==> config.mk <==
export PLATFORM = sky130hd
export DESIGN_NAME = round_robin_time_slice_scheduler_top
export DESIGN_NICKNAME = d
export VERILOG_FILES = /design/src/sv/rrts_pkg.sv /design/src/sv/rrts_queue_mem.sv /design/src/sv/rrts_engine.sv /design/src/sv/round_robin_time_slice_scheduler_top.sv
export SDC_FILE = /design/constraint.sdc
export NUM_CORES = 1
export LEC_CHECK = 0
export ABC_CLOCK_PERIOD_IN_PS = 6300
export BUFFER_PORTS_ARGS = -buffer_cell sky130_fd_sc_hd__buf_2
export CORE_MARGIN = 3
export CORE_UTILIZATION = 50
export CTS_BUF_LIST = sky130_fd_sc_hd__clkbuf_4 sky130_fd_sc_hd__clkbuf_8
export CTS_CLUSTER_SIZE = 16
export DETAILED_ROUTE_END_ITERATION = 12
export PLACE_DENSITY = 0.69
export SYNTH_ARGS = -nofsm -noshare
export SYNTH_HDL_FRONTEND = slang
export SYNTH_SLANG_ARGS = --single-unit
==> constraint.sdc <==
create_clock -name clk -period 6.3 [get_ports clk]
set_clock_uncertainty 0.15 [all_clocks]
set_input_delay 0.63 -clock clk [delete_from_list [all_inputs] [get_ports clk]]
set_output_delay 0.63 -clock clk [all_outputs]
set_load 0.02 [all_outputs]
==> src/sv/rrts_pkg.sv <==
package rrts_pkg;

    // Default queue depth and reset value of the quantum register
    localparam int QUEUE_DEPTH_DEF = 16;
    localparam logic [15:0] QUANTUM_RESET = 16'd2;

    // Result status codes
    typedef enum logic [2:0] {
        ST_ADMITTED = 3'd0,
        ST_FULL     = 3'd1,
        ST_ZERO     = 3'd2,
        ST_PREEMPT  = 3'd3,
        ST_DONE     = 3'd4,
        ST_IDLE     = 3'd5
    } status_t;

    // Request kinds
    typedef enum logic {
        REQ_ADMIT = 1'b0,
        REQ_RUN   = 1'b1
    } req_t;

    // Engine sequencer states
    typedef enum logic {
        S_IDLE = 1'b0,
        S_EXEC = 1'b1
    } state_t;

    // One queue slot
    typedef struct packed {
        logic [7:0]  id;
        logic [15:0] remaining;
    } slot_t;

    // One result word
    typedef struct packed {
        status_t     status;
        logic [7:0]  run_id;
        logic [31:0] start_time;
        logic [31:0] end_time;
    } result_t;

endpackage

==> src/sv/rrts_queue_mem.sv <==
module rrts_queue_mem #(
    parameter int QUEUE_DEPTH = rrts_pkg::QUEUE_DEPTH_DEF,
    parameter int IDX_W       = $clog2(QUEUE_DEPTH)
) (
    input  logic                  clk,
    input  logic                  rd_en,
    input  logic [IDX_W-1:0]      rd_addr,
    output rrts_pkg::slot_t       rd_data,
    input  logic                  wr_en,
    input  logic [IDX_W-1:0]      wr_addr,
    input  rrts_pkg::slot_t       wr_data
);
    import rrts_pkg::*;

    slot_t mem [QUEUE_DEPTH];
    slot_t rd_data_reg;

    // Write port
    always_ff @(posedge clk)
    begin
        if (wr_en)
        begin
            mem[wr_addr] <= wr_data;
        end
    end

    // Registered read port
    always_ff @(posedge clk)
    begin
        if (rd_en)
        begin
            rd_data_reg <= mem[rd_addr];
        end
    end

    assign rd_data = rd_data_reg;

endmodule

==> src/sv/rrts_engine.sv <==
module rrts_engine #(
    parameter int QUEUE_DEPTH = rrts_pkg::QUEUE_DEPTH_DEF,
    parameter int IDX_W       = $clog2(QUEUE_DEPTH),
    parameter int CNT_W       = $clog2(QUEUE_DEPTH + 1)
) (
    input  logic                  clk,
    input  logic                  rst_n,
    // request word
    input  logic                  in_valid,
    output logic                  in_stall,
    input  logic                  req_type,
    input  logic [7:0]            proc_id,
    input  logic [15:0]           burst,
    input  logic [15:0]           quantum,
    // result toward the output register
    output logic                  res_valid,
    input  logic                  res_take,
    output rrts_pkg::result_t     res,
    // queue memory
    output logic                  mem_rd_en,
    output logic [IDX_W-1:0]      mem_rd_addr,
    input  rrts_pkg::slot_t       mem_rd_data,
    output logic                  mem_wr_en,
    output logic [IDX_W-1:0]      mem_wr_addr,
    output rrts_pkg::slot_t       mem_wr_data
);
    import rrts_pkg::*;

    localparam logic [IDX_W-1:0] LAST_IDX = IDX_W'(QUEUE_DEPTH - 1);
    localparam logic [CNT_W-1:0] FULL_CNT = CNT_W'(QUEUE_DEPTH);

    state_t state_reg, state_next;

    logic [IDX_W-1:0] head_reg, head_next;
    logic [IDX_W-1:0] tail_reg, tail_next;
    logic [CNT_W-1:0] count_reg, count_next;
    logic [31:0]      now_reg, now_next;

    // latched request word
    logic             type_reg;
    logic [7:0]       id_reg;
    logic [15:0]      burst_reg;

    logic             accept;
    logic             fire;
    logic [15:0]      q_eff;
    logic [15:0]      rem;
    result_t          res_c;
    logic             wr_c;
    logic [15:0]      wr_rem_c;
    logic [7:0]       wr_id_c;

    function automatic logic [IDX_W-1:0] next_idx(input logic [IDX_W-1:0] i);
        next_idx = (i == LAST_IDX) ? '0 : i + 1'b1;
    endfunction

    // Next state
    always_comb
    begin
        state_next = state_reg;
        case (state_reg)
            S_IDLE:  if (accept) state_next = S_EXEC;
            S_EXEC:  if (res_take) state_next = S_IDLE;
            default: state_next = S_IDLE;
        endcase
    end

    // State outputs
    always_comb
    begin
        in_stall  = 1'b1;
        res_valid = 1'b0;
        case (state_reg)
            S_IDLE:  in_stall = 1'b0;
            S_EXEC:  res_valid = 1'b1;
            default: in_stall = 1'b1;
        endcase
    end

    assign accept = in_valid && !in_stall;
    assign fire   = res_valid && res_take;

    // Head slot is read as the word is taken
    assign mem_rd_en   = accept;
    assign mem_rd_addr = head_reg;

    // Evaluate the word against the head slot
    assign q_eff = (quantum == '0) ? 16'd1 : quantum;
    assign rem   = mem_rd_data.remaining;

    always_comb
    begin
        res_c.status     = ST_IDLE;
        res_c.run_id     = id_reg;
        res_c.start_time = now_reg;
        res_c.end_time   = now_reg;
        wr_c       = 1'b0;
        wr_id_c    = id_reg;
        wr_rem_c   = burst_reg;
        head_next  = head_reg;
        tail_next  = tail_reg;
        count_next = count_reg;
        now_next   = now_reg;
        if (type_reg == REQ_ADMIT)
        begin
            if (count_reg == FULL_CNT)
            begin
                res_c.status = ST_FULL;
            end
            else if (burst_reg == '0)
            begin
                res_c.status = ST_ZERO;
            end
            else
            begin
                res_c.status = ST_ADMITTED;
                wr_c         = 1'b1;
                tail_next    = next_idx(tail_reg);
                count_next   = count_reg + 1'b1;
            end
        end
        else if (count_reg == '0)
        begin
            res_c.run_id = '0;
        end
        else if (rem > q_eff)
        begin
            // slice used up: back to the tail with what is left
            res_c.status   = ST_PREEMPT;
            res_c.run_id   = mem_rd_data.id;
            now_next       = now_reg + {16'd0, q_eff};
            res_c.end_time = now_next;
            wr_c           = 1'b1;
            wr_id_c        = mem_rd_data.id;
            wr_rem_c       = rem - q_eff;
            head_next      = next_idx(head_reg);
            tail_next      = next_idx(tail_reg);
        end
        else
        begin
            res_c.status   = ST_DONE;
            res_c.run_id   = mem_rd_data.id;
            now_next       = now_reg + {16'd0, rem};
            res_c.end_time = now_next;
            head_next      = next_idx(head_reg);
            count_next     = count_reg - 1'b1;
        end
    end

    assign res                   = res_c;
    assign mem_wr_en             = fire && wr_c;
    assign mem_wr_addr           = tail_reg;
    assign mem_wr_data.id        = wr_id_c;
    assign mem_wr_data.remaining = wr_rem_c;

    // Control registers
    always_ff @(posedge clk or negedge rst_n)
    begin
        if (!rst_n)
        begin
            state_reg <= S_IDLE;
            head_reg  <= '0;
            tail_reg  <= '0;
            count_reg <= '0;
            now_reg   <= '0;
        end
        else
        begin
            state_reg <= state_next;
            if (fire)
            begin
                head_reg  <= head_next;
                tail_reg  <= tail_next;
                count_reg <= count_next;
                now_reg   <= now_next;
            end
        end
    end

    // Request word capture
    always_ff @(posedge clk)
    begin
        if (accept)
        begin
            type_reg  <= req_type;
            id_reg    <= proc_id;
            burst_reg <= burst;
        end
    end

    // Occupancy never exceeds the queue
    a_count_bound: assert property (@(posedge clk) disable iff (!rst_n)
        count_reg <= FULL_CNT)
        else $error("queue occupancy beyond depth");

    // A preempted slot is requeued, occupancy unchanged
    a_preempt_count: assert property (@(posedge clk) disable iff (!rst_n)
        fire && res_c.status == ST_PREEMPT |=> $stable(count_reg))
        else $error("preempt changed occupancy");

    // A completed process leaves the queue
    a_done_count: assert property (@(posedge clk) disable iff (!rst_n)
        fire && res_c.status == ST_DONE |=> count_reg == CNT_W'($past(count_reg) - 1'b1))
        else $error("completion did not free a slot");

    // Queue memory is written only as a result is handed on
    a_wr_in_exec: assert property (@(posedge clk) disable iff (!rst_n)
        mem_wr_en |-> state_reg == S_EXEC && res_take)
        else $error("queue write outside result hand-off");

endmodule

==> src/sv/round_robin_time_slice_scheduler_top.sv <==
// Round-robin time-slice scheduler. Each request word either admits a process
// (id and burst) at the tail of a queue of QUEUE_DEPTH slots, or runs the head
// process for at most one quantum; a preempted process goes back to the tail
// and a finished one leaves. Every request word gives exactly one result word
// with status, id and the start and end of the slice on a wrapping 32-bit time
// base. In the engine, state S_IDLE takes a word and reads the head slot from
// the queue memory (registered read), and S_EXEC evaluates and writes back;
// no new word is taken until the last result has gone on. The result sits in
// an output register, so the next request word is taken while a result still
// waits on out_stall. No clearing pass is needed after reset. The quantum
// register (reset 2, zero acts as one) is written through cfg_valid/cfg_ready
// only while no request is in flight: a user rule, not enforced by the block.
module round_robin_time_slice_scheduler_top #(
    parameter int QUEUE_DEPTH = rrts_pkg::QUEUE_DEPTH_DEF
) (
    input  logic        clk,
    input  logic        rst_n,
    // configuration
    input  logic        cfg_valid,
    output logic        cfg_ready,
    input  logic [15:0] quantum,
    // request channel
    input  logic        in_valid,
    output logic        in_stall,
    input  logic        req_type,
    input  logic [7:0]  proc_id,
    input  logic [15:0] burst,
    // result channel
    output logic        out_valid,
    input  logic        out_stall,
    output logic [2:0]  status,
    output logic [7:0]  run_id,
    output logic [31:0] start_time,
    output logic [31:0] end_time
);
    import rrts_pkg::*;

    localparam int IDX_W = $clog2(QUEUE_DEPTH);
    localparam int CNT_W = $clog2(QUEUE_DEPTH + 1);

    logic [15:0]      quantum_reg;
    logic             out_valid_reg;
    result_t          out_res_reg;

    logic             res_valid;
    logic             res_take;
    result_t          res;
    logic             mem_rd_en;
    logic [IDX_W-1:0] mem_rd_addr;
    slot_t            mem_rd_data;
    logic             mem_wr_en;
    logic [IDX_W-1:0] mem_wr_addr;
    slot_t            mem_wr_data;

    // Quantum register
    assign cfg_ready = 1'b1;

    always_ff @(posedge clk or negedge rst_n)
    begin
        if (!rst_n)
        begin
            quantum_reg <= QUANTUM_RESET;
        end
        else if (cfg_valid && cfg_ready)
        begin
            quantum_reg <= quantum;
        end
    end

    rrts_engine #(
        .QUEUE_DEPTH (QUEUE_DEPTH),
        .IDX_W       (IDX_W),
        .CNT_W       (CNT_W)
    ) u_engine (
        .clk         (clk),
        .rst_n       (rst_n),
        .in_valid    (in_valid),
        .in_stall    (in_stall),
        .req_type    (req_type),
        .proc_id     (proc_id),
        .burst       (burst),
        .quantum     (quantum_reg),
        .res_valid   (res_valid),
        .res_take    (res_take),
        .res         (res),
        .mem_rd_en   (mem_rd_en),
        .mem_rd_addr (mem_rd_addr),
        .mem_rd_data (mem_rd_data),
        .mem_wr_en   (mem_wr_en),
        .mem_wr_addr (mem_wr_addr),
        .mem_wr_data (mem_wr_data)
    );

    rrts_queue_mem #(
        .QUEUE_DEPTH (QUEUE_DEPTH),
        .IDX_W       (IDX_W)
    ) u_queue_mem (
        .clk     (clk),
        .rd_en   (mem_rd_en),
        .rd_addr (mem_rd_addr),
        .rd_data (mem_rd_data),
        .wr_en   (mem_wr_en),
        .wr_addr (mem_wr_addr),
        .wr_data (mem_wr_data)
    );

    // Output register: free when empty or being drained this cycle
    assign res_take = !out_valid_reg || !out_stall;

    always_ff @(posedge clk or negedge rst_n)
    begin
        if (!rst_n)
        begin
            out_valid_reg <= 1'b0;
        end
        else if (res_take)
        begin
            out_valid_reg <= res_valid;
        end
    end

    always_ff @(posedge clk)
    begin
        if (res_take && res_valid)
        begin
            out_res_reg <= res;
        end
    end

    assign out_valid  = out_valid_reg;
    assign status     = out_res_reg.status;
    assign run_id     = out_res_reg.run_id;
    assign start_time = out_res_reg.start_time;
    assign end_time   = out_res_reg.end_time;

endmodule

Word level (Yosys, flattened, before mapping) --
Memories as Yosys holds them, arrays and structs flattened. A register that Yosys moved wholly into a read port is not among the register bits. Cells that the tools add are included.
Word-level totals: bits in registers 163, RAM bits 384, input port bits 46, output and inout bits 78, word-level logic and storage cells 85, memories 1
Operators by class: add/sub/neg operators 7, $lt $le $gt $ge 1, equality and inequality tests 8, muxes and demuxes 40, bitwise operators 2, reductions and logical operators 12
Memories:
- u_queue_mem.mem | words 16, width 24, read ports 1, clocked after memory_dff 1, write ports 1, RTL line rrts_queue_mem.sv:15 | slot_t mem [QUEUE_DEPTH];
Operators with widths (number):
- two-way mux 32 bit | 3
- adder 32 x 16 -> 32 bit | 2
- two-way mux 16 bit | 4
- two-way mux 8 bit | 5
- zero test 16 bit | 2
- two-way mux 4 bit | 7
- two-way mux 5 bit | 5
- greater-than comparator 16 bit | 1
- subtractor 16 bit | 1
- two-way mux 11 bit | 1
- two-way mux 1 bit | 10
- AND reduction 5 bit | 2
- two-way mux 3 bit | 3
- adder 4 x 1 -> 4 bit (second input constant) | 2
- == test 4 bit (second input constant) | 2
- inequality test 2 bit (second input constant) | 3
- adder 5 x 1 -> 5 bit (second input constant) | 1
- == test 5 bit (second input constant) | 1
- zero test 5 bit | 1
- subtractor 5 x 1 -> 5 bit (second input constant) | 1
- inequality test 2 x 1 -> 1 bit (second input constant) | 2
- logical AND 1 bit | 3
- AND reduction 3 bit | 1
- zero test 1 bit | 2
- 4 further kinds | 5

Logic depth before layout (Yosys ltp) --
word-level depth 9, depth in mapped cells 23, depth with buffers taken out 20

Cells and area by module --
Synthesis repeated with hierarchy kept, for this count alone.
Second synthesis, totals: cells, all modules 1390, area total of the unflattened synthesis 23774.1 um^2
Modules (own cells, without submodules):
- rrts_queue_mem | instances 1, cells each 636, area each 15170.8 um^2, sequential area each 12251.8 um^2
- rrts_engine | instances 1, cells each 639, area each 5645.4 um^2, sequential area each 1901.8 um^2
- round_robin_time_slice_scheduler_top | instances 1, cells each 115, area each 2957.8 um^2, sequential area each 2678.8 um^2

Worst setup path after synthesis --
No wires, ideal clock.
path kind register to register, start point register quantum_reg[1], end point memory u_queue_mem.mem[0][0] (netlist bit), enable pin, library setup time 0.474 ns, arrival 4.902 ns, required time 5.676 ns, slack 0.774 ns, stages on the path, launching flop included 12, path buffers 1, period minus slack after synthesis 5.526 ns, path through dfstp_2 > nor4_1 > a41o_1 > ha_1 > fa_1 > nand2b_1 > a211oi_1 > o21ai_1 > a21oi_2 > a21oi_2 > buf_2 > nor4b_1
Between the ends: word-level cells in the longest chain between the ends 9
RTL lines:
- start, declared | RTL line round_robin_time_slice_scheduler_top.sv:41 | logic [15:0] quantum_reg;
- start signal, assigned | RTL line round_robin_time_slice_scheduler_top.sv:66 | quantum_reg <= quantum;
- zero test 16 bit | RTL line rrts_engine.sv:88 | assign q_eff = (quantum == '0) ? 16'd1 : quantum;
- two-way mux 16 bit (*) | RTL line rrts_engine.sv:88
- greater-than comparator 16 bit (*) | RTL line rrts_engine.sv:126 | else if (rem > q_eff)
- two-way mux 1 bit (*) | RTL line rrts_engine.sv:126
- two-way mux 1 bit (*) | RTL line rrts_engine.sv:122 | else if (count_reg == '0)
- two-way mux 1 bit (*) | RTL line rrts_engine.sv:104 | if (type_reg == REQ_ADMIT)
- logical AND 1 bit (*) | RTL line rrts_engine.sv:151 | assign mem_wr_en = fire && wr_c;
- two-way mux 1 bit (*) | RTL line rrts_queue_mem.sv:21 | if (wr_en)
- two-way mux 1 bit (implied by the code) (*) | RTL line rrts_queue_mem.sv:23 | mem[wr_addr] <= wr_data;
- end, declared | RTL line rrts_queue_mem.sv:15
Every way passes the cells marked *; elsewhere a longest branch is shown, timed or not.

==> results.ini <==
[detailed_routing]
totalWireLength_microns = 54840
vias = 14160
drt_iter0_drc = 1406
wire_per_inst_microns = 22.86
drc_errors = 0
first_pass_iters = 5
vias_per_cell = 5.903
final_antenna_net_count = 0

[cells_and_area]
largest_register_ffs = 384
regMostFlops = u_queue_mem.mem
area_growth_pct = 13.74
n_fill_cell = 3489
drive_above_1_share_pct = 21.88
nets = 1816
final_cells = 2399
final_util_pct = 58.06
diodes = 0
design_area_sq_um = 27260

[clock_tree]
path_clk_slew_ns = 0.06
cts_tree = built
clk_path_buf_depth = 3
root_buffer = clkbuf_8
clock_latency_ns = 0.65
clock_sinks = 571
h-tree-depth = 3
cts_inserted_buffers = 88

[placed_design]
hpwlAfterDp_microns = 32050
dp_cells = 2221
placed_area_sq_um = 25390
portBuffers = 122
routabilityCongestion = 0.8983

[synthesis]
synth_nets = 1625
synthArstFlopShare_pct = 11.03
syn_area_sq_um = 23970
synth_edf_count = 508
yosysUniqueCellTypes = 69
syn_inst = 1536
avgSynthCellArea_sq_um = 15.60
yosysWarnings = 0
synth.most_common_cell = edfxtp_1
synthDominantCellAreaShare_pct = 63.65
yosysTopAreaCell = edfxtp_1
synth_common_cells = edfxtp_1 (508), nand2_1 (140), o21ai_0 (108), mux2i_1 (77), dfrtp_1 (62)
synth-main-ff-cell = edfxtp_1
yosys-top-cells-area = edfxtp_1 (64%), dfrtp_1 (6.5%), mux4_2 (4.5%), mux2i_1 (3.2%), o21ai_0 (2.3%)
synth-seq-cells = 571
ys_seq_area_share_pct = 70.23

[die]
start_util_pct = 51.05
rows = 79
die_y_microns = 224.9
core_area_sq_um = 46950
dieArea_sq_um = 50600
die_x_microns = 224.9
pin_count = 124

[pwr]
p_per_area_nw_per_um2 = 443.7
totalPowerFinal_mw = 12.09
ir_drop_v = 0.0002808
leakagePower_nw = 9.697

[global_routing]
grt_pass1_wl_microns = 83670
first_global_vias = 14070
grt_max_degree = 84
grt_usage_pct = 21.81
gr-total-overflow = 0
grt_antenna_before_repair = 0

[sta]
period_needed_ns = 5.596
drv_slew = 0
period_share_pct = 88.83
tightest_slew_ns = 1.268
hold_viol = 0
finalSetupViolCount = 0
fmax_ghz = 0.1787
rsz0062_at_grt = no
relSlewSlack_pct = 14.92
setup_tns_ns = 0

[setup_path]
endpoint_kind = flip-flop
cp.required_ns = 6.52
path_class = reg2reg
reg2reg_to = end_time[26]
r2r_start = quantum_reg[1]
cp-start-kind = flip-flop
r2r_cells = 17
cp.arrival_ns = 5.82
crit_fanout = 16
reg2reg_slack_ns = 0.70

[job]
cap_violations = 0

[status]
status = completed

[hold_path]
hold_path_class = in2async

==> power by group <==
| group | switching, mW | internal, mW | leakage [nW] |
|---|---|---|---|
| clock network | 1.38 | 1.53 | 0.860 |
| logic | 2.45 | 1.45 | 3.40 |
| registers | 0.340 | 4.94 | 5.44 |
==> layout make-up <==
cell class              instances  area (sq um)  share of cell area (%)
repair buffers                177          1144                   4.195
multi-input cells             854          6745                   24.74
clock inverters                37         198.9                  0.7298
inverters                      35         132.6                  0.4865
well taps                     607         759.5                   2.786
clock buffers                 118          1443                   5.292
flip-flops and latches        571         16840                   61.77
==> worst max path at each step <==
stage / from / end / slack (ns) / cells after the start
6_report: quantum_reg[1] / end_time[26] / 0.70 / 17
4_1_cts: quantum_reg[1] / end_time[26] / 0.71 / 17
3_3_place_gp: quantum_reg[1] / end_time[30] / 0.85 / 17
5_1_grt: quantum_reg[1] / end_time[18] / 0.28 / 20
3_5_place_dp: quantum_reg[1] / end_time[18] / 0.74 / 17
2_1_floorplan: quantum_reg[1] / u_queue_mem.mem[0][0] / 0.77 / 11
==> logic make-up (layout without fill, tap and decap cells) <==
family	count (synthesis)	count (layout)	synth area share [%]
simple gates	261	261	5.090
flops	571	571	70.23
other cells	1	1	0.01565
xor+xnor	63	63	2.302
mux	171	171	9.888
buf+inv	111	367	1.879
compound gates	315	315	8.254
fa+ha+maj	43	43	2.339
==> metal layers <==
layer	track usage (%)	up-vias	part of all wire, %
li1	-	6347	-
met1	29.05	7080	41
met2	36.60	640	49
met3	4.181	94	7.7
met4	7.136	0	2.2
met5	0	-	0
==> worst max-delay path, stage by stage, from the launching register on <==
cell and delay (ns):
dfstp_2 0.56, nor4_1 0.07, a41o_1 0.19, ha_1 0.20, fa_1 0.40, nand2b_1 0.18, a211oi_1 0.27, o21ai_1 0.16
a21oi_2 0.40, buf_4 0.30, mux2_2 0.37, ha_1 0.38, nand3_1 0.13, or2_1 0.27, o31a_1 0.28, a21boi_2 0.61
o2111ai_1 0.21, xnor2_1 0.17
==> per-stage QoR <==
stage / setup WS, ns / hold slack (ns)
3_5_place_dp: 0.7410 / 0.3490
2_1_floorplan: 0.7740 / 0.1844
6_report: 0.7036 / 0.03632
4_1_cts: 0.7138 / 0.002903
5_1_grt: 0.2758 / 0.02192
3_3_place_gp: 0.8506 / 0.3509
==> what timing repair did <==
| action | 4_1_cts | 5_1_grt |
|---|---|---|
| resized for setup | 0 | 0 |
| setup buffers | 0 | 0 |
| endpoints found under the hold margin | 23 | 0 |
| hold buffers | 23 | 0 |
==> layout by cell type, fill, tap and decap left out, types with 6 or more instances in the layout <==
cell           Yosys  routed
mux2_2            30      30
o211ai_1          10      10
a211oi_1           9       9
nor4_1            10      10
o21ai_0          108     108
dfrtp_1           62      60
ha_1              40      40
xnor2_1           48      48
o2bb2ai_1          8       8
dlygate4sd3_1      0      23
mux2i_1           77      77
nand2_1          140     140
mux2_1            16      16
clkbuf_8           0      89
xor2_1            15      15
a21o_1            12      12
nor2_1            26      26
mux4_2            48      48
clkbuf_4           0      29
clkinv_1           0      23
nor3_1            10       6
edfxtp_1         508     508
inv_1             33      32
clkinv_2           0       8
a22oi_1           26      26
buf_4              2      27
nand4_1           13      13
buf_2             21     122
and3_1             8       8
a221oi_1          25      25
nand2b_1           8       8
and2_1            11      10
a21oi_1           58      58
nand3_1           16      16
o21ai_1           21      21
No activity file was read; power rests on OpenSTA's default activity.
